`src/gmc_pkg.sv`:
```
// ----------------------------------------------------------------------------
// gmc_pkg - memory coalescer shared definitions
// Field widths, stream bit positions, result codes and inter-module structs.
// ----------------------------------------------------------------------------
`default_nettype none

package gmc_pkg;

	localparam int LANES           = 4;
	localparam int SLOTS           = 2;
	localparam int ADDR_W          = 32;
	localparam int CTAG_W          = 8;
	localparam int TAG_W           = 3;
	localparam int LOB_W           = 4;
	localparam int TAG_ENTRIES_DEF = 8;

	localparam logic [LOB_W-1:0] LOB_RESET = 4'd6;

	// result kinds
	localparam logic [1:0] KIND_STALL   = 2'd0;
	localparam logic [1:0] KIND_MEM_REQ = 2'd1;
	localparam logic [1:0] KIND_RSP     = 2'd2;
	localparam logic [1:0] KIND_RSP_ERR = 2'd3;

	// input beat layout
	localparam int IN_DATA_W   = 152;
	localparam int IN_MASK_LO  = 0;
	localparam int IN_ADDR_LO  = 4;
	localparam int IN_WR_BIT   = 132;
	localparam int IN_CTAG_LO  = 133;
	localparam int IN_RTAG_LO  = 141;
	localparam int IN_SMASK_LO = 144;

	// output beat layout
	localparam int OUT_DATA_W   = 88;
	localparam int OUT_CONS_BIT = 0;
	localparam int OUT_SMASK_LO = 1;
	localparam int OUT_LINE0_LO = 3;
	localparam int OUT_LINE1_LO = 35;
	localparam int OUT_MTAG_LO  = 67;
	localparam int OUT_MWR_BIT  = 70;
	localparam int OUT_RLANE_LO = 71;
	localparam int OUT_RCTAG_LO = 75;

	typedef struct packed {
		logic [SLOTS-1:0]             slot_valid;
		logic [SLOTS-1:0][ADDR_W-1:0] line;
		logic [SLOTS-1:0][LANES-1:0]  slot_lanes;
		logic [LANES-1:0]             cur;
	} grp_t;

	typedef struct packed {
		logic                        en;
		logic [CTAG_W-1:0]           core_tag;
		logic [LANES-1:0]            waiting;
		logic [SLOTS-1:0][LANES-1:0] slot_lanes;
	} alloc_t;

	typedef struct packed {
		logic             en;
		logic [LANES-1:0] served;
	} upd_t;

	typedef struct packed {
		logic                        free_found;
		logic                        rd_valid;
		logic [LANES-1:0]            rd_waiting;
		logic [CTAG_W-1:0]           rd_core_tag;
		logic [SLOTS-1:0][LANES-1:0] rd_slot_lanes;
	} tbl_stat_t;

endpackage

`default_nettype wire

```
`src/gmc_lane_grouper.sv`:
```
// ----------------------------------------------------------------------------
// gmc_lane_grouper - cache line grouping of unsent lanes
// Assigns unsent active lanes to up to SLOTS lines in first-seen lane order.
// ----------------------------------------------------------------------------
`default_nettype none

module gmc_lane_grouper
	import gmc_pkg::*;
(
	input  wire logic [LANES-1:0]             mask,
	input  wire logic [LANES-1:0]             sent,
	input  wire logic [LANES-1:0][ADDR_W-1:0] addr,
	input  wire logic [LOB_W-1:0]             lob,
	output grp_t                              grp
);

	logic [ADDR_W-1:0] amask;
	logic [ADDR_W-1:0] la;
	logic              found;

	assign amask = {ADDR_W{1'b1}} << lob;

	always_comb begin
		grp   = '0;
		la    = '0;
		found = 1'b0;
		for (int i = 0; i < LANES; i++) begin
			if (mask[i] && !sent[i]) begin
				la    = addr[i] & amask;
				found = 1'b0;
				for (int s = 0; s < SLOTS; s++) begin
					if (!found) begin
						if (grp.slot_valid[s] && grp.line[s] == la) begin
							grp.slot_lanes[s][i] = 1'b1;
							found                = 1'b1;
						end else if (!grp.slot_valid[s]) begin
							grp.slot_valid[s]    = 1'b1;
							grp.line[s]          = la;
							grp.slot_lanes[s][i] = 1'b1;
							found                = 1'b1;
						end
					end
				end
			end
		end
		for (int s = 0; s < SLOTS; s++) begin
			grp.cur = grp.cur | grp.slot_lanes[s];
		end
	end

endmodule

`default_nettype wire

```
`src/gmc_pend_table.sv`:
```
// ----------------------------------------------------------------------------
// gmc_pend_table - pending read tag table
// Allocates the lowest free entry, looks up a response tag, retires lanes.
// ----------------------------------------------------------------------------
`default_nettype none

module gmc_pend_table
	import gmc_pkg::*;
#(
	parameter  int TAG_ENTRIES = TAG_ENTRIES_DEF,
	localparam int IDX_W       = $clog2(TAG_ENTRIES)
) (
	input  wire logic             clk,
	input  wire logic             arst_n,
	input  wire alloc_t           alloc,
	input  wire upd_t             upd,
	input  wire logic [IDX_W-1:0] rd_idx,
	output logic      [IDX_W-1:0] free_idx,
	output tbl_stat_t             stat
);

	logic [TAG_ENTRIES-1:0]                   valid_q;
	logic [CTAG_W-1:0]                        core_tag_q   [TAG_ENTRIES];
	logic [LANES-1:0]                         waiting_q    [TAG_ENTRIES];
	logic [SLOTS-1:0][LANES-1:0]              slot_lanes_q [TAG_ENTRIES];
	logic                                     free_found;
	logic [LANES-1:0]                         left;

	always_comb begin
		free_found = 1'b0;
		free_idx   = '0;
		for (int i = TAG_ENTRIES - 1; i >= 0; i--) begin
			if (!valid_q[i]) begin
				free_found = 1'b1;
				free_idx   = IDX_W'(i);
			end
		end
	end

	always_comb begin
		stat.free_found    = free_found;
		stat.rd_valid      = valid_q[rd_idx];
		stat.rd_waiting    = waiting_q[rd_idx];
		stat.rd_core_tag   = core_tag_q[rd_idx];
		stat.rd_slot_lanes = slot_lanes_q[rd_idx];
	end

	assign left = waiting_q[rd_idx] & ~upd.served;

	always_ff @(posedge clk or negedge arst_n) begin
		if (!arst_n) begin
			valid_q <= '0;
		end else begin
			if (alloc.en) begin
				valid_q[free_idx] <= 1'b1;
			end
			if (upd.en && left == '0) begin
				valid_q[rd_idx] <= 1'b0;
			end
		end
	end

	always_ff @(posedge clk) begin
		if (alloc.en) begin
			core_tag_q[free_idx]   <= alloc.core_tag;
			waiting_q[free_idx]    <= alloc.waiting;
			slot_lanes_q[free_idx] <= alloc.slot_lanes;
		end
		if (upd.en) begin
			waiting_q[rd_idx] <= left;
		end
	end

endmodule

`default_nettype wire

```
`src/gpu_memory_coalescer.sv`:
```
// ----------------------------------------------------------------------------
// gpu_memory_coalescer - vector lane memory access coalescer
// Groups lane addresses by cache line into memory requests, tracks read tags
// and fans memory responses back out to the waiting lanes.
// ----------------------------------------------------------------------------
// Usage:
//   s_* carries one beat per core request (s_tuser 0) or memory response
//   (s_tuser 1). m_* returns exactly one result beat per input beat; m_tuser
//   is the result kind (stall, memory request, lane response, error).
//   A request with more than two distinct lines leaves lanes unsent; offer
//   the same beat again until the consumed bit is set.
//   Latency: a taken beat is registered in the input register, processed in one
//   pass and its result is presented from the result register. Throughput: one
//   beat per cycle while the receiver does not stall.
//   cfg_wr_en/cfg_wr_data write the line offset width; write only when idle.
//   Reset clears the tag table valid bits, the sent-lane record and the
//   pipeline; the line offset width returns to 6.
//   When the receiver stalls, the result register holds, then the input
//   register holds and s_tready drops; no beat is lost.
// ----------------------------------------------------------------------------
`default_nettype none

module gpu_memory_coalescer
	import gmc_pkg::*;
#(
	parameter int TAG_ENTRIES = TAG_ENTRIES_DEF
) (
	input  wire logic                  clk,
	input  wire logic                  arst_n,
	input  wire logic                  cfg_wr_en,
	input  wire logic [LOB_W-1:0]      cfg_wr_data,   // line_offset_bits
	input  wire logic                  s_tvalid,
	output logic                       s_tready,
	// lane_mask, lane_addr0..3, is_write, core_tag, rsp_tag, rsp_slot_mask
	input  wire logic [IN_DATA_W-1:0]  s_tdata,
	input  wire logic                  s_tuser,       // func
	output logic                       m_tvalid,
	input  wire logic                  m_tready,
	// consumed, mem_slot_mask, mem_line0, mem_line1, mem_tag, mem_write,
	// resp_lanes, resp_core_tag
	output logic [OUT_DATA_W-1:0]      m_tdata,
	output logic [1:0]                 m_tuser        // kind
);

	localparam int IDX_W = $clog2(TAG_ENTRIES);

	logic                             valid_s1;
	logic                             func_s1;
	logic [LANES-1:0]                 mask_s1;
	logic [LANES-1:0][ADDR_W-1:0]     addr_s1;
	logic                             wr_s1;
	logic [CTAG_W-1:0]                ctag_s1;
	logic [TAG_W-1:0]                 rtag_s1;
	logic [SLOTS-1:0]                 rsmask_s1;

	logic                             valid_s2;
	logic [OUT_DATA_W-1:0]            data_s2;
	logic [1:0]                       kind_s2;

	logic [LANES-1:0]                 sent_q;
	logic [LOB_W-1:0]                 lob_q;

	logic                             out_free;
	logic                             fire;
	grp_t                             grp;
	alloc_t                           alloc;
	upd_t                             upd;
	tbl_stat_t                        stat;
	logic [IDX_W-1:0]                 free_idx;
	logic [IDX_W-1:0]                 rd_idx;
	logic                             tag_ok;
	logic [LANES-1:0]                 served;
	logic [LANES-1:0]                 sent_nxt;
	logic [LANES-1:0]                 sent_or;
	logic [1:0]                       kind;
	logic                             consumed;
	logic [SLOTS-1:0]                 smask;
	logic [ADDR_W-1:0]                line0;
	logic [ADDR_W-1:0]                line1;
	logic [TAG_W-1:0]                 mtag;
	logic                             mwr;
	logic [LANES-1:0]                 rlanes;
	logic [CTAG_W-1:0]                rctag;
	logic [OUT_DATA_W-1:0]            data_nxt;

	assign out_free = !valid_s2 || m_tready;
	assign fire     = valid_s1 && out_free;
	assign s_tready = !valid_s1 || out_free;
	assign m_tvalid = valid_s2;
	assign m_tdata  = data_s2;
	assign m_tuser  = kind_s2;

	always_ff @(posedge clk or negedge arst_n) begin
		if (!arst_n) begin
			lob_q <= LOB_RESET;
		end else if (cfg_wr_en) begin
			lob_q <= cfg_wr_data;
		end
	end

	always_ff @(posedge clk or negedge arst_n) begin
		if (!arst_n) begin
			valid_s1 <= 1'b0;
		end else if (s_tready) begin
			valid_s1 <= s_tvalid;
		end
	end

	always_ff @(posedge clk) begin
		if (s_tready && s_tvalid) begin
			func_s1   <= s_tuser;
			mask_s1   <= s_tdata[IN_MASK_LO +: LANES];
			addr_s1   <= s_tdata[IN_ADDR_LO +: LANES*ADDR_W];
			wr_s1     <= s_tdata[IN_WR_BIT];
			ctag_s1   <= s_tdata[IN_CTAG_LO +: CTAG_W];
			rtag_s1   <= s_tdata[IN_RTAG_LO +: TAG_W];
			rsmask_s1 <= s_tdata[IN_SMASK_LO +: SLOTS];
		end
	end

	gmc_lane_grouper u_grouper (
		.mask (mask_s1),
		.sent (sent_q),
		.addr (addr_s1),
		.lob  (lob_q),
		.grp  (grp)
	);

	gmc_pend_table #(
		.TAG_ENTRIES (TAG_ENTRIES)
	) u_table (
		.clk      (clk),
		.arst_n   (arst_n),
		.alloc    (alloc),
		.upd      (upd),
		.rd_idx   (rd_idx),
		.free_idx (free_idx),
		.stat     (stat)
	);

	assign rd_idx  = IDX_W'(rtag_s1);
	assign tag_ok  = {{(32-TAG_W){1'b0}}, rtag_s1} < 32'(TAG_ENTRIES);
	assign sent_or = sent_q | grp.cur;

	always_comb begin
		served = '0;
		for (int s = 0; s < SLOTS; s++) begin
			if (rsmask_s1[s]) begin
				served = served | stat.rd_slot_lanes[s];
			end
		end
		served = served & stat.rd_waiting;
	end

	always_comb begin
		kind     = KIND_STALL;
		consumed = 1'b0;
		smask    = '0;
		line0    = '0;
		line1    = '0;
		mtag     = '0;
		mwr      = 1'b0;
		rlanes   = '0;
		rctag    = '0;
		sent_nxt = sent_q;
		alloc    = '0;
		upd      = '0;
		if (func_s1) begin
			if (!tag_ok || !stat.rd_valid || stat.rd_waiting == '0) begin
				kind = KIND_RSP_ERR;
			end else begin
				kind       = KIND_RSP;
				rlanes     = served;
				rctag      = stat.rd_core_tag;
				upd.en     = fire;
				upd.served = served;
			end
		end else if (stat.free_found) begin
			kind  = KIND_MEM_REQ;
			smask = grp.slot_valid;
			line0 = grp.line[0];
			line1 = grp.line[1];
			mwr   = wr_s1;
			if (!wr_s1 && grp.cur != '0) begin
				mtag             = TAG_W'(free_idx);
				alloc.en         = fire;
				alloc.core_tag   = ctag_s1;
				alloc.waiting    = grp.cur;
				alloc.slot_lanes = grp.slot_lanes;
			end
			sent_nxt = sent_or;
			if ((mask_s1 & ~sent_or) == '0) begin
				consumed = 1'b1;
				sent_nxt = '0;
			end
		end
	end

	always_comb begin
		data_nxt                          = '0;
		data_nxt[OUT_CONS_BIT]            = consumed;
		data_nxt[OUT_SMASK_LO +: SLOTS]   = smask;
		data_nxt[OUT_LINE0_LO +: ADDR_W]  = line0;
		data_nxt[OUT_LINE1_LO +: ADDR_W]  = line1;
		data_nxt[OUT_MTAG_LO +: TAG_W]    = mtag;
		data_nxt[OUT_MWR_BIT]             = mwr;
		data_nxt[OUT_RLANE_LO +: LANES]   = rlanes;
		data_nxt[OUT_RCTAG_LO +: CTAG_W]  = rctag;
	end

	always_ff @(posedge clk or negedge arst_n) begin
		if (!arst_n) begin
			sent_q   <= '0;
			valid_s2 <= 1'b0;
		end else begin
			if (fire) begin
				sent_q <= sent_nxt;
			end
			if (out_free) begin
				valid_s2 <= valid_s1;
			end
		end
	end

	always_ff @(posedge clk) begin
		if (fire) begin
			kind_s2 <= kind;
			data_s2 <= data_nxt;
		end
	end

endmodule

`default_nettype wire

```
`config.mk`:
```
export PLATFORM = sky130hd
export DESIGN_NAME = gpu_memory_coalescer
export DESIGN_NICKNAME = d
export VERILOG_FILES = /design/src/gmc_pkg.sv /design/src/gmc_lane_grouper.sv /design/src/gmc_pend_table.sv /design/src/gpu_memory_coalescer.sv
export SDC_FILE = /design/constraint.sdc
export NUM_CORES = 1
export LEC_CHECK = 0
export BUFFER_PORTS_ARGS = -buffer_cell sky130_fd_sc_hd__buf_2
export CAP_MARGIN = 0
export CORE_MARGIN = 2
export CORE_UTILIZATION = 30
export CTS_CLUSTER_DIAMETER = 200
export CTS_CLUSTER_SIZE = 14
export DETAILED_ROUTE_END_ITERATION = 8
export PLACE_DENSITY = 0.48
export SLEW_MARGIN = 20
export SYNTH_ARGS = -nofsm -noshare
export SYNTH_HDL_FRONTEND = slang
export SYNTH_SLANG_ARGS = --single-unit
```
`constraint.sdc`:
```
create_clock -name clk -period 5.2 [get_ports clk]
set_input_delay 0.78 -clock clk [delete_from_list [all_inputs] [get_ports clk]]
set_output_delay 0.78 -clock clk [all_outputs]
set_load 0.01 [all_outputs]
```
Yosys cells after proc, flatten, opt, wreduce, memory -nomap -nowiden
Memories as Yosys holds them, arrays and structs flattened. A register that Yosys moved wholly into a read port is not among the register bits.
Index checks and enable logic that the tools add are counted.
{ "totals": {"register_bits": 250, "ram_bits": 160, "inputBits": 162, "out_inout_bits": 92, "wordCells": 188, "mem_count": 3} }
{ "mem_list": {"columns": ["memory", "depth", "word_bits", "read_ports", "rd_clocked_by_memory_dff", "wr", "line_no", "source"], "rows": [
  ["u_table.core_tag_q", 8, 8, 1, 1, 1, "gmc_pend_table.sv:23", "logic [CTAG_W-1:0] core_tag_q [TAG_ENTRIES];"],
  ["u_table.slot_lanes_q", 8, 8, 1, 1, 1, "gmc_pend_table.sv:25", "logic [SLOTS-1:0][LANES-1:0] slot_lanes_q [TAG_ENTRIES];"],
  ["u_table.waiting_q", 8, 4, 1, 1, 1, "gmc_pend_table.sv:24", "logic [LANES-1:0] waiting_q [TAG_ENTRIES];"]
]} }
{ "classes": {"order_cmp": 4, "n_eq_ne": 6, "n_shift": 1, "n_mux": 101, "bitwise_logic": 18, "reduce_logical": 36} }
{ "op_table": {"columns": ["op", "n"], "rows": [
  ["$mux 32", 16],
  ["$mux 66", 3],
  ["$eq 32x32->1", 6],
  ["$and 32x32->32", 4],
  ["$mux 67", 1],
  ["$mux 21", 3],
  ["$mux 1", 55],
  ["$mux 3", 11],
  ["$shl 32x4->32 const A", 1],
  ["$logic_and 1x1->1", 16],
  ["$mux 4", 4],
  ["$mux 8", 2],
  ["$and 4x4->4", 3],
  ["$logic_not 4->1", 3],
  ["$or 4x4->4", 3],
  ["$mux 5", 2],
  ["$and 8x8->8", 1],
  ["$logic_not 1->1", 8],
  ["$lt 3x4->1 const B", 2],
  ["$not 4->4", 2],
  ["$not 8->8", 1],
  ["$or 8x8->8", 1],
  ["$demux 1 s3", 2],
  ["$ge 3x1->1 const B", 2],
  ["9 further kinds", 14]
]} }

Longest topological paths before layout
Gate-level depths: netlist (run 1).
{ "depth": {"word_depth": 32, "ltp_mapped": 18} }

Modules after synthesis
A second synthesis (run 1) with hierarchy kept.
{ "unflattened": {"hier_cells": 1809, "hier_area_um2": 21299.2} }
{ "by_module_without_submodules": {"columns": ["module", "n_inst", "cells_each", "area_per_inst_um2", "seq_area_each_um2"], "rows": [
  ["gpu_memory_coalescer", 1, 406, 8282.9, 7219.4],
  ["gmc_pend_table", 1, 475, 7248.2, 5004.8],
  ["gmc_lane_grouper", 1, 928, 5768.0, 0.0]
]} }

Worst setup path before layout (run 1)
No wires, ideal clock.
{ "synth_path": {"path_kind": "input-to-reg", "from": "in m_tready", "to": "reg addr_s1[0] (netlist name) (enable)", "setup_time_ps": 501, "arrival_ps": 3954, "t_required_ps": 4699, "path_slack_ps": 745, "cell_stages": 3, "path_buffers": 0, "path_cell_list": "nand3b_1 nand2_1 inv_1"} }
{ "synth_via": {"elab_chain_len": 3} }
{ "synth_rtl": {"columns": ["item", "line_no", "source"], "rows": [
  ["start: declaration", "gpu_memory_coalescer.sv:38", "input wire logic m_tready,"],
  ["$logic_or 1x1->1", "gpu_memory_coalescer.sv:86", "assign out_free = !valid_s2 || m_tready;"],
  ["$logic_or 1x1->1", "gpu_memory_coalescer.sv:88", "assign s_tready = !valid_s1 || out_free;"],
  ["$logic_and 1x1->1", "gpu_memory_coalescer.sv:110", "if (s_tready && s_tvalid) begin"],
  ["end signal: assignment", "gpu_memory_coalescer.sv:113", "addr_s1 <= s_tdata[IN_ADDR_LO +: LANES*ADDR_W];"],
  ["end: declaration", "gpu_memory_coalescer.sv:50", "logic [LANES-1:0][ADDR_W-1:0] addr_s1;"]
]} }
Every way passes these cells.
A chain may end at the register's enable or synchronous reset.

Final worst setup path (run 1)
{ "layout_path": {"from": "reg sent_q[0]", "to": "mem u_table.waiting_q[7][3], data pin"} }
{ "layout_via": {"elab_chain_len": 26} }
{ "layout_rtl": {"columns": ["item", "line_no", "source"], "rows": [
  ["start: declaration", "gpu_memory_coalescer.sv:60", "logic [LANES-1:0] sent_q;"],
  ["start signal: assignment", "gpu_memory_coalescer.sv:217", "sent_q <= sent_nxt;"],
  ["$logic_not 1->1 (*)", "gmc_lane_grouper.sv:28", "if (mask[i] && !sent[i]) begin"],
  ["$logic_and 1x1->1 (*)", "gmc_lane_grouper.sv:28", null],
  ["$mux 66", "gmc_lane_grouper.sv:28", null],
  ["$eq 32x32->1", "gmc_lane_grouper.sv:33", "if (grp.slot_valid[s] && grp.line[s] == la) begin"],
  ["$logic_and 1x1->1", "gmc_lane_grouper.sv:33", null],
  ["$mux 1", "gmc_lane_grouper.sv:33", null],
  ["$mux 1", "gmc_lane_grouper.sv:28", null],
  ["$mux 32", "gmc_lane_grouper.sv:32", "if (!found) begin"],
  ["(+10 left out)", null, null],
  ["$mux 67", "gmc_lane_grouper.sv:28", null],
  ["$or 4x4->4 (*)", "gmc_lane_grouper.sv:47", "grp.cur = grp.cur | grp.slot_lanes[s];"],
  ["$reduce_bool 4->1", "gpu_memory_coalescer.sv:184", "if (!wr_s1 && grp.cur != '0) begin"],
  ["$logic_and 1x1->1", "gpu_memory_coalescer.sv:184", null],
  ["$mux 21 (*)", "gpu_memory_coalescer.sv:184", null],
  ["$mux 21 (*)", "gpu_memory_coalescer.sv:178", "end else if (stat.free_found) begin"],
  ["$mux 21 (*)", "gpu_memory_coalescer.sv:168", "if (func_s1) begin"],
  ["$mux 4 (no source line) (*)", null, null],
  ["end: declaration", "gmc_pend_table.sv:24", null]
]} }
Mark *: on every way between the ends. The rest lies on a longest branch, timed or not. The select of a mux whose other input is x is not followed.

==> summary.txt, run 1 <==
Outcome
  • Status: complete, no violations

Place
  • Post-DP HPWL: around 57000 um
  • DP Area: ~0.023 mm2
  • Routability congestion estimate: between 0.9 and 1
  • PortBufs: around 240

Die
  • DIE AREA: around 0.07 mm2
  • Initial Util: 30.2%
  • Die X-Extent: approximately 270 um
  • Ports: ~250
  • Row count: 96
  • Area of the core: slightly below 0.07 mm2
  • Die H: between 200 and 300 um

Critical path
  • Setup CP Type: reg2reg
  • CP startpoint kind: flip-flop
  • R2R Setup Slk: 0.33 ns
  • CP Capture Type: flip-flop
  • Max FO, Critical Path: between 40 and 50
  • WP data arrival: 5.15 ns
  • Setup crit end: u_table.waiting_q[7][3]
  • Worst Path Required: ~5.5 ns
  • FF-to-FF End: u_table.waiting_q[7][3]
  • Critical path origin: sent_q[0]
  • RR Startpoint: sent_q[0]
  • R2r worst-path depth: 15

Pwr
  • Power Density: 350 mW/mm2
  • Leakage: between 8 and 9 nW
  • Maximum vdd ir drop: 0.000212 V
  • Final Total Pwr: 8.44 mW

Cells and area
  • Layout cells sized above 1: 24.7%
  • Final instance area: 0.0241 mm2
  • Final Core Density: 35.4%
  • Antenna cells: 0
  • Area growth syn-to-layout: 17.2%
  • Layout net count: 2114

Drt
  • Starting DRT DRC Count: 1956
  • Vias/cell: ~5.5
  • Final ANT Viol Nets: 0
  • Max Used Layer: met4
  • First drt pass iteration count: 7
  • Total wire length: 75700 um
  • Met1 WL: 31600 um
  • Met3 wire length: between 5000 and 6000 um
  • Routed vias: between 15000 and 20000
  • Drt wl/cell: approximately 26 um
  • Residual DRC: 0
  • Met2 WL: 36100 um

Clock tree
  • Clk root buf: clkbuf_16
  • Worst-path clk slew: roughly 0.08 ns
  • CTS tree: built
  • H-Tree Depth: 2
  • CTS buffer count: 34
  • CTS Sinks: a little over 400
  • Skew-Pair Late Insertion Delay: about 0.58 ns
  • Bufs on Longest Clock Path: 3
  • Setup bufs post-CTS: 0
  • Post-CTS Hold Fix Bufs: 0
  • Post-cts resize count: 0

Global route
  • GR Util All Layers: between 20% and 30%
  • Pin count of the biggest net entering global routing: between 70 and 80
  • First-pass GRT wire length: approximately 110000 um
  • GRT overflow: 0
  • Initial antenna violation count: 2
  • Vias in the first global route: approximately 16000

STA
  • Pins Over Slew Limit: 0
  • Setup TNS: 0 ns
  • Final setup viols: 0
  • Final setup skew: roughly 0.034 ns
  • Least-Margin Pin Slew: 1.01 ns
  • WHS: approximately 0.23 ns
  • Min Tclk post-route: between 4 and 5 ns
  • Fin crit share: 93.6%
  • Slew HR: 31.9%
  • Final Hold Fails: 0
  • Top achievable clock speed: ~200 MHz
  • Unrepaired setup endpoints after global routing: false

Synthesis
  • Asr flop ratio synth: between 4 and 5%
  • Ys Warns: 0
  • Synth top area cells: edfxtp_1 56%, mux4_2 3.1%, xnor2_1 2.7%
  • Most used DFF post-synth: edfxtp_1
  • Yosys top cell area share: between 50% and 60%
  • Avg Cell Area, Syn: roughly 12 um2
  • Sequential share of the synthesized area: 58.5%
  • Distinct cells, synth: 97
  • Post-synth EDFFs: approximately 380
  • Mapped Cells: roughly 1700
  • Post-Synthesis Cell Area: 0.0206 mm2
  • Synth area leader: edfxtp_1
  • Yosys reg bits: about 400

Job
  • Maximum Capacitance Violations: 0

Hold path
  • Worst Hold Class: in2async
flip-flops by register name (all words and copies together), names as in the netlist, named ones only:
register,cells
addr_s1,128
ctag_s1,8
func_s1,1
lob_q,4
m_tdata,83
m_tuser,2
m_tvalid,1
mask_s1,4
rd_idx,3
rsmask_s1,2
sent_q,4
u_table.core_tag_q,64
u_table.slot_lanes_q,56
u_table.valid_q,8
u_table.waiting_q,32
valid_s1,1
wr_s1,1
metrics by stage:
stage / worst slack, ns / std cells
2_1_floorplan: 0.745 / 1708
3_3_place_gp: 0.502 / 2798
3_5_place_dp: 0.389 / 2798
4_1_cts: 0.340 / 2860
5_1_grt: 0.0453 / 2860
6_report: 0.333 / 2860
cell families (layout without fill, tap and decap cells):
group | count (synthesis) | count (layout) | synth area share [%]
and+or+nand+nor | 495 | 495 | 12.2
AOI/OAI and AO/OA | 437 | 437 | 15.3
DFF | 405 | 405 | 58.5
buffers and inverters | 191 | 461 | 4.27
xor gates and xnor gates | 109 | 109 | 4.64
muxes | 66 | 66 | 5.03
other | 1 | 5 | 0.0182
layer usage:
layer  vias to the layer above  track usage (%)
met3                       136             3.39
li1                       7071                -
met4                         0             7.93
met1                      7921             27.8
met2                       710             34.6
met5                         -                0
cell usage in the layout (no fill, tap or decap), types with 22 or more instances in the layout:
| cell | count |
|---|---|
| a211oi_1 | 22 |
| a21oi_1 | 86 |
| a222oi_1 | 31 |
| a31oi_1 | 32 |
| buf_2 | 242 |
| buf_4 | 105 |
| clkbuf_1 | 25 |
| clkbuf_16 | 34 |
| edfxtp_1 | 384 |
| inv_1 | 45 |
| mux4_2 | 28 |
| nand2_1 | 132 |
| nand3_1 | 24 |
| nand3b_1 | 22 |
| nor2_1 | 147 |
| nor3_1 | 38 |
| o21ai_0 | 68 |
| o22ai_1 | 32 |
| xnor2_1 | 64 |
| xor2_1 | 45 |
final cells by class:
cell class / instances / area [um2]
fillers: 6827 / 44100
flip-flops and latches: 405 / 12000
multi-input cells: 1112 / 7690
repair buffers: 352 / 2100
well taps: 882 / 1100
clock buffers: 59 / 945
inverters: 47 / 184
clock inverters: 3 / 62.6
worst min path at each step:
stage / cells after the start / start / end / slack [ns]
CTS: 1 / arst_n / valid_s1 / 0.19
finish: 1 / arst_n / valid_s1 / 0.23
global placement: 1 / valid_s1 / m_tvalid / 0.48
detailed placement: 1 / valid_s1 / m_tvalid / 0.49
global route: 1 / arst_n / valid_s1 / 0.22
floorplan: 1 / valid_s1 / m_tvalid / 0.46
where the power goes:
part,switching (mW),total [mW],internal [mW]
Clock,1.21,2.46,1.25
Combinational,1.19,1.89,0.699
Sequential,0.255,4.10,3.84
Total,2.65,8.44,5.80
Yosys cell counts (all sizes together) (31+ instances only):
library cell and n:
nand2 133, nor2 151, edfxtp 384, a21oi 87
inv 47, clkbuf 80, buf 64, xor2 45
xnor2 64, o21ai 71, a31oi 33, nor3 41
o22ai 32, a222oi 31
worst max-delay path, stage by stage (launching register included):
cell,delay (ns)
dfrtp_1,0.60
buf_4,0.28
nand3b_1,0.14
xor2_1,0.30
o22ai_1,0.16
nor4_4,0.49
a31oi_4,0.17
buf_12,0.23
buf_4,0.20
o21a_1,0.10
a2111oi_0,0.43
mux2i_1,0.18
a211o_1,0.30
a2111oi_4,0.29
a21oi_2,0.15
o32ai_2,0.52
(Power assumes the default switching activity.)
==> run 2: changes to the inputs <==
--- a/config.mk
+++ b/config.mk
@@ -5,14 +5,13 @@
 export SDC_FILE = /design/constraint.sdc
 export NUM_CORES = 1
 export LEC_CHECK = 0
-export BUFFER_PORTS_ARGS = -buffer_cell sky130_fd_sc_hd__buf_2
-export CAP_MARGIN = 0
+export BUFFER_PORTS_ARGS = -buffer_cell sky130_fd_sc_hd__clkbuf_2
 export CORE_MARGIN = 2
-export CORE_UTILIZATION = 30
+export CORE_UTILIZATION = 42
 export CTS_CLUSTER_DIAMETER = 200
 export CTS_CLUSTER_SIZE = 14
 export DETAILED_ROUTE_END_ITERATION = 8
-export PLACE_DENSITY = 0.48
+export PLACE_DENSITY = 0.62
 export SLEW_MARGIN = 20
 export SYNTH_ARGS = -nofsm -noshare
 export SYNTH_HDL_FRONTEND = slang
==> summary.txt, run 2 (synthesis results as in run 1) <==
Cells and area
  • Layout cells sized above 1: roughly 25%
  • Largest register FFs: ~130
  • Largest reg by FF count: addr_s1
  • Layout net count: about 2100
  • Final instance area: about 0.024 mm2
  • Area growth syn-to-layout: 15.4%
  • Antenna cells: 0
  • Final Core Density: 48.8%
  • Commonest non-fill, non-tap cells in the layout: 384 x edfxtp_1, 242 x clkbuf_2, 147 x nor2_1
  • Commonest non-fill, non-tap cell in the layout: edfxtp_1

STA
  • WHS: 0.239 ns
  • Slew HR: approximately 25%
  • Final setup skew: 0.0305 ns
  • Setup TNS: 0 ns
  • Final Hold Fails: 0
  • Final setup viols: 0
  • Fin crit share: around 95%
  • Pins Over Slew Limit: 0
  • Min Tclk post-route: 4.93 ns
  • Unrepaired setup endpoints after global routing: false
  • Least-Margin Pin Slew: ~1.1 ns
  • Top achievable clock speed: slightly above 200 MHz

Clock tree
  • H-Tree Depth: 2
  • Clk root buf: clkbuf_16
  • Skew-Pair Late Insertion Delay: 0.58 ns
  • Worst-path clk slew: around 0.08 ns
  • CTS Sinks: a little over 400
  • Setup bufs post-CTS: 0
  • CTS tree: built
  • CTS buffer count: 34
  • Bufs on Longest Clock Path: 3

Critical path
  • Slowest CP cell: nor3_4
  • Delay-heaviest family, CP: compound AO/OA/AOI/OAI gates
  • CP Capture Type: flip-flop
  • Max FO, Critical Path: 39
  • CP Buf/Inv Count: 4
  • CP dominant cell by count: buf_4
  • Critical Path Max Stage Delay: slightly below 0.9 ns
  • WP data arrival: between 5 and 6 ns
  • Worst-path cell chain: buf_4 > nor2b_2 > buf_4 > a22oi_1 > o21ai_0 > xnor2_1 > o2111ai_1 > nor4_1 > a32oi_1 > nand2_1 > nor3_4 > buf_4 > buf_4 > nand2_1 > a21oi_1
  • Worst Path Required: 5.58 ns
  • CP startpoint kind: flip-flop
  • Setup CP Type: reg2reg

Drt
  • Total wire length: about 71000 um
  • Residual DRC: 0
  • Starting DRT DRC Count: 2205
  • Drt wl/cell: about 27 um
  • First drt pass iteration count: 7
  • Final ANT Viol Nets: 0
  • Vias/cell: 6.20
  • Routed vias: roughly 16000

Global route
  • GR Layer Usage met1: ~38%
  • Gr busiest metal: met2
  • First-pass GRT wire length: roughly 100000 um
  • GR Util All Layers: between 20% and 30%
  • Routing usage on met2: between 40 and 50%
  • Initial antenna violation count: 0
  • Met3 usage: roughly 4.6%
  • Vias in the first global route: approximately 15000
  • GRT overflow: 0
  • Pin count of the biggest net entering global routing: 87

Die
  • Die H: around 230 um
  • DIE AREA: ~0.051 mm2
  • Ports: approximately 250
  • Die X-Extent: 225 um
  • Initial Util: ~42%
  • Area of the core: 0.0486 mm2
  • Row count: 81

Place
  • Routability congestion estimate: between 0.9 and 1
  • PortBufs: approximately 240
  • DP Area: roughly 0.023 mm2
  • Post-DP HPWL: ~53000 um

Pwr
  • Power Density: 353 mW/mm2
  • Maximum vdd ir drop: 0.000244 V
  • Final Total Pwr: about 8.4 mW
  • Leakage: around 8.5 nW

Outcome
  • Status: complete, no violations

Job
  • Maximum Capacitance Violations: 0

Hold path
  • Worst Hold Class: in2async
## run 2: cell types whose count changed in the layout (fill, tap and decap cells not counted), moves of 2 or more
cell and change:
inv_16 +2, buf_2 -242, clkbuf_1 -6, buf_4 +2, clkbuf_2 +242, buf_12 -2
## run 2: metal layers
layer	vias up	part of all wire [%]
met3	146	9.2
met4	0	4.0
met1	7938	40
met5	-	0
li1	7059	-
met2	941	47
## run 2: final timing paths
path                       slack (ns)  cells after the start                  to    startpoint
hold / removal                   0.24                      1           sent_q[2]        arst_n
max in group asynchronous        4.49                      1  u_table.valid_q[0]        arst_n
min in group clk                 0.37                      1        addr_s1[114]  s_tdata[118]
setup / recovery                 0.27                     15         m_tdata[56]     sent_q[1]
setup reg to reg                 0.27                     15         m_tdata[56]     sent_q[1]
hold reg to reg                  0.49                      1            m_tvalid      valid_s1
## run 2: through the flow
step           instances  worst slack, ns
5_1_grt             2595            0.130
6_report            2595            0.273
2_1_floorplan       1708            0.745
4_1_cts             2594            0.246
3_5_place_dp        2538            0.319
3_3_place_gp        2538            0.396
## run 2: cell type report
cell class / instances / area [um2]
Timing Repair Buffer: 352 / 2070
Clock inverter: 3 / 56.3
Clock buffer: 53 / 922
Sequential cell: 405 / 12000
Fill cell: 4402 / 24900
Inverter: 47 / 183
Tap cell: 622 / 778
Multi-Input combinational cell: 1113 / 7700
## run 2: power by group
| group | internal (mW) | switching (mW) |
|---|---|---|
| Sequential | 3.85 | 0.251 |
| Clock | 1.24 | 1.18 |
| Combinational | 0.698 | 1.17 |
| Total | 5.78 | 2.60 |
## run 2: worst reg2reg max path, stage by stage (launching register included)
cell	delay, ns
dfrtp_1	0.38
buf_4	0.16
nor2b_2	0.15
buf_4	0.47
a22oi_1	0.17
o21ai_0	0.72
xnor2_1	0.13
o2111ai_1	0.37
nor4_1	0.12
a32oi_1	0.28
nand2_1	0.17
nor3_4	0.87
buf_4	0.35
buf_4	0.14
nand2_1	0.04
a21oi_1	0.21
## run 2: what timing repair did
item | in CTS | in global routing
hold buffers | 0 | 0
resized for setup | 0 | 0
setup endpoints to repair | 0 | 3
==> run 3: changes to the inputs <==
--- a/config.mk
+++ b/config.mk
@@ -11,8 +11,10 @@
 export CTS_CLUSTER_DIAMETER = 200
 export CTS_CLUSTER_SIZE = 14
 export DETAILED_ROUTE_END_ITERATION = 8
+export GPL_ROUTABILITY_DRIVEN = 0
 export PLACE_DENSITY = 0.62
 export SLEW_MARGIN = 20
 export SYNTH_ARGS = -nofsm -noshare
 export SYNTH_HDL_FRONTEND = slang
+export SYNTH_HIERARCHICAL = 1
 export SYNTH_SLANG_ARGS = --single-unit
==> summary.txt, run 3 <==
Cells and area
  • Largest reg by FF count: addr_s1
  • Area growth syn-to-layout: 22.3%
  • Filler cell count: between 4000 and 5000
  • Final Core Density: approximately 52%
  • Commonest non-fill, non-tap cell in the layout: edfxtp_1
  • Largest register FFs: roughly 130
  • Area occupied by multi-input gates: between 0.008 and 0.009 mm2
  • Antenna cells: 0
  • Register area: 0.0122 mm2
  • Commonest non-fill, non-tap cells in the layout: 392 x edfxtp_1, 242 x clkbuf_2, 207 x buf_4
  • Layout net count: 2358
  • Layout cells sized above 1: ~30%

Synthesis
  • Post-Synthesis Cell Area: approximately 0.021 mm2
  • Post-synth top cells: 392 x edfxtp_1, 132 x nand2_1, 111 x nor2_1
  • Post-synthesis simple-gate area fraction: between 10% and 20%
  • Synth area leader: edfxtp_1
  • Sequential share of the synthesized area: roughly 57%
  • Largest family of logic cells by synthesized area: compound AO/OA/AOI/OAI gates
  • Asr flop ratio synth: 4.39%
  • Post-synth EDFFs: between 300 and 400
  • Avg Cell Area, Syn: 11.8 um2
  • Mapped Cells: approximately 1800
  • Mux share of post-synthesis cell area: 5.00%
  • Area share of fa/ha/maj cells after synthesis: 0%
  • Yosys reg bits: slightly above 400
  • Distinct cells, synth: 102
  • Synth Area in Compound Gates: 15.8%
  • Most used DFF post-synth: edfxtp_1
  • Most frequent cell after synthesis: edfxtp_1
  • Post-Synth XOR/XNOR Area: about 3.3%
  • Synth top area cells: edfxtp_1 55%, and2_1 3.2%, nand2_1 2.3%
  • Yosys top cell area share: a little under three fifths
  • Ys Warns: 6

Clock tree
  • H-Tree Depth: 2
  • CTS buffer count: 35
  • Bufs on Longest Clock Path: 3
  • CTS tree: built
  • CTS Sinks: 410
  • Clk root buf: clkbuf_16
  • Worst-path clk slew: approximately 0.060 ns
  • Skew-Pair Late Insertion Delay: ~0.57 ns

Global route
  • Vias in the first global route: roughly 17000
  • Met3 usage: between 5 and 6%
  • GR Layer Usage met1: roughly 34%
  • GRT overflow: 0
  • Gr busiest metal: met2
  • Pin count of the biggest net entering global routing: 95
  • First-pass GRT wire length: between 100000 and 150000 um
  • Initial antenna violation count: 1
  • Routing usage on met2: 42.3%
  • GR Util All Layers: 26.1%

Hold path
  • Worst Hold Class: in2async

Critical path
  • Setup CP Type: reg2reg
  • WP data arrival: 5.33 ns
  • CP startpoint kind: flip-flop
  • CP Capture Type: flip-flop
  • Worst Path Required: 5.47 ns
  • Max FO, Critical Path: 37

Die
  • DIE AREA: 0.0525 mm2
  • Area of the core: 0.0501 mm2
  • Ports: approximately 250
  • Row count: 82
  • Die H: 229 um
  • Initial Util: a little over two fifths
  • Die X-Extent: approximately 230 um

STA
  • Min Tclk post-route: ~5.1 ns
  • Final setup skew: roughly 0.017 ns
  • Top achievable clock speed: around 200 MHz
  • Final Hold Fails: 0
  • Slew HR: between 30% and 40%
  • Fin crit share: between 90% and 100%
  • Setup TNS: 0 ns
  • Least-Margin Pin Slew: 0.965 ns
  • Pins Over Slew Limit: 0
  • Final setup viols: 0

Job
  • Maximum Capacitance Violations: 0

Place
  • PortBufs: between 200 and 250
  • Post-DP HPWL: 52800 um

Drt
  • Residual DRC: 0
  • Starting DRT DRC Count: ~2300
  • Drt wl/cell: about 25 um
  • Total wire length: between 70000 and 80000 um
  • Routed vias: 17400
  • First drt pass iteration count: 7
  • Final ANT Viol Nets: 0
  • Vias/cell: ~6

Pwr
  • Power Density: ~360 mW/mm2
  • Leakage: 9.88 nW
  • Maximum vdd ir drop: 0.000269 V
  • Final Total Pwr: around 9.5 mW

Outcome
  • Status: complete, no violations
run 3: cell count changes in the layout (fill, tap and decap cells not counted), moves of 13 or more:
cell	change
buf_4	+100
and2_1	+92
nor2_1	-40
mux2i_1	+23
a222oi_1	-22
inv_1	+21
xnor2_1	-17
a21boi_0	+15
a221o_1	-15
o22ai_1	+14
xor2_1	-14
mux4_2	-13
run 3: final timing paths:
check | from | cells after the start | end | slack (ns)
min in group clk | s_tdata[141] | 1 | rd_idx[0] | 0.38
max reg2reg | sent_q[0] | 19 | u_table/slot_lanes_q[7][4] | 0.15
min reg2reg | sent_q[3] | 2 | sent_q[3] | 0.58
max | sent_q[0] | 19 | u_table/slot_lanes_q[7][4] | 0.15
min | arst_n | 1 | m_tvalid | 0.25
max in group asynchronous | arst_n | 1 | sent_q[0] | 4.46
run 3: metal layers:
metal	part of all wire (%)	wire length [um]	vias to the layer above
met4	5.9	4210	2
met5	0.018	13	-
met1	38	27200	8230
li1	-	-	7667
met2	46	32600	1158
met3	9.7	6880	306
run 3: what timing repair did:
| item | CTS | global route |
|---|---|---|
| hold buffers | 0 | 0 |
| gates cloned | 0 | 2 |
| pin swaps | 2 | 31 |
| setup buffers | 1 | 14 |
| setup endpoints to repair | 154 | 285 |
| gates resized for setup | 13 | 54 |
run 3: report_power, final:
| part | switching [mW] | internal, mW |
|---|---|---|
| sequential | 0.233 | 3.93 |
| combinational | 1.64 | 1.21 |
| clock | 1.18 | 1.27 |
run 3: cell families (layout without fill, tap and decap cells):
kind of cell,Yosys count,after routing
compound gates,466,466
flops,410,410
simple gates,568,568
other cells,2,6
mux,84,84
buf+inv,199,600
xor+xnor,80,80
run 3: layout make-up:
cell class | instances | share of cell area (%)
Clock inverter | 4 | 0.231
Tap cell | 672 | 3.23
Sequential cell | 410 | 46.9
Timing Repair Buffer | 475 | 12.4
Multi-Input combinational cell | 1204 | 32.6
Inverter | 70 | 1.05
Clock buffer | 51 | 3.59
run 3: critical path, stage by stage, from the launching register on:
cell and delay (ns):
dfrtp_2 0.45, nand2b_4 0.17, buf_12 0.18, a2111oi_4 0.38, o22ai_1 0.19, a311oi_2 0.43
nand3_4 0.14, buf_4 0.20, o211ai_1 0.31, xor2_1 0.18, o22ai_1 0.14, nor4_2 0.38
a31oi_2 0.20, o21bai_2 0.23, nor4_2 0.08, nor3_2 0.14, and2_4 0.20, nand2_4 0.08
a211oi_4 0.39, buf_4 0.24
run 3: metrics by stage:
step | hold WS (ns) | std cells | setup WS (ns) | area (um2)
after floorplan | 0.475 | 1813 | -0.0320 | 21400
after CTS | 0.237 | 2872 | 0.0467 | 25700
after detailed placement | 0.564 | 2816 | -0.227 | 24600
final | 0.249 | 2886 | 0.145 | 26000
after global placement | 0.537 | 2816 | -0.173 | 24600
after global routing | 0.268 | 2886 | -0.0132 | 26000
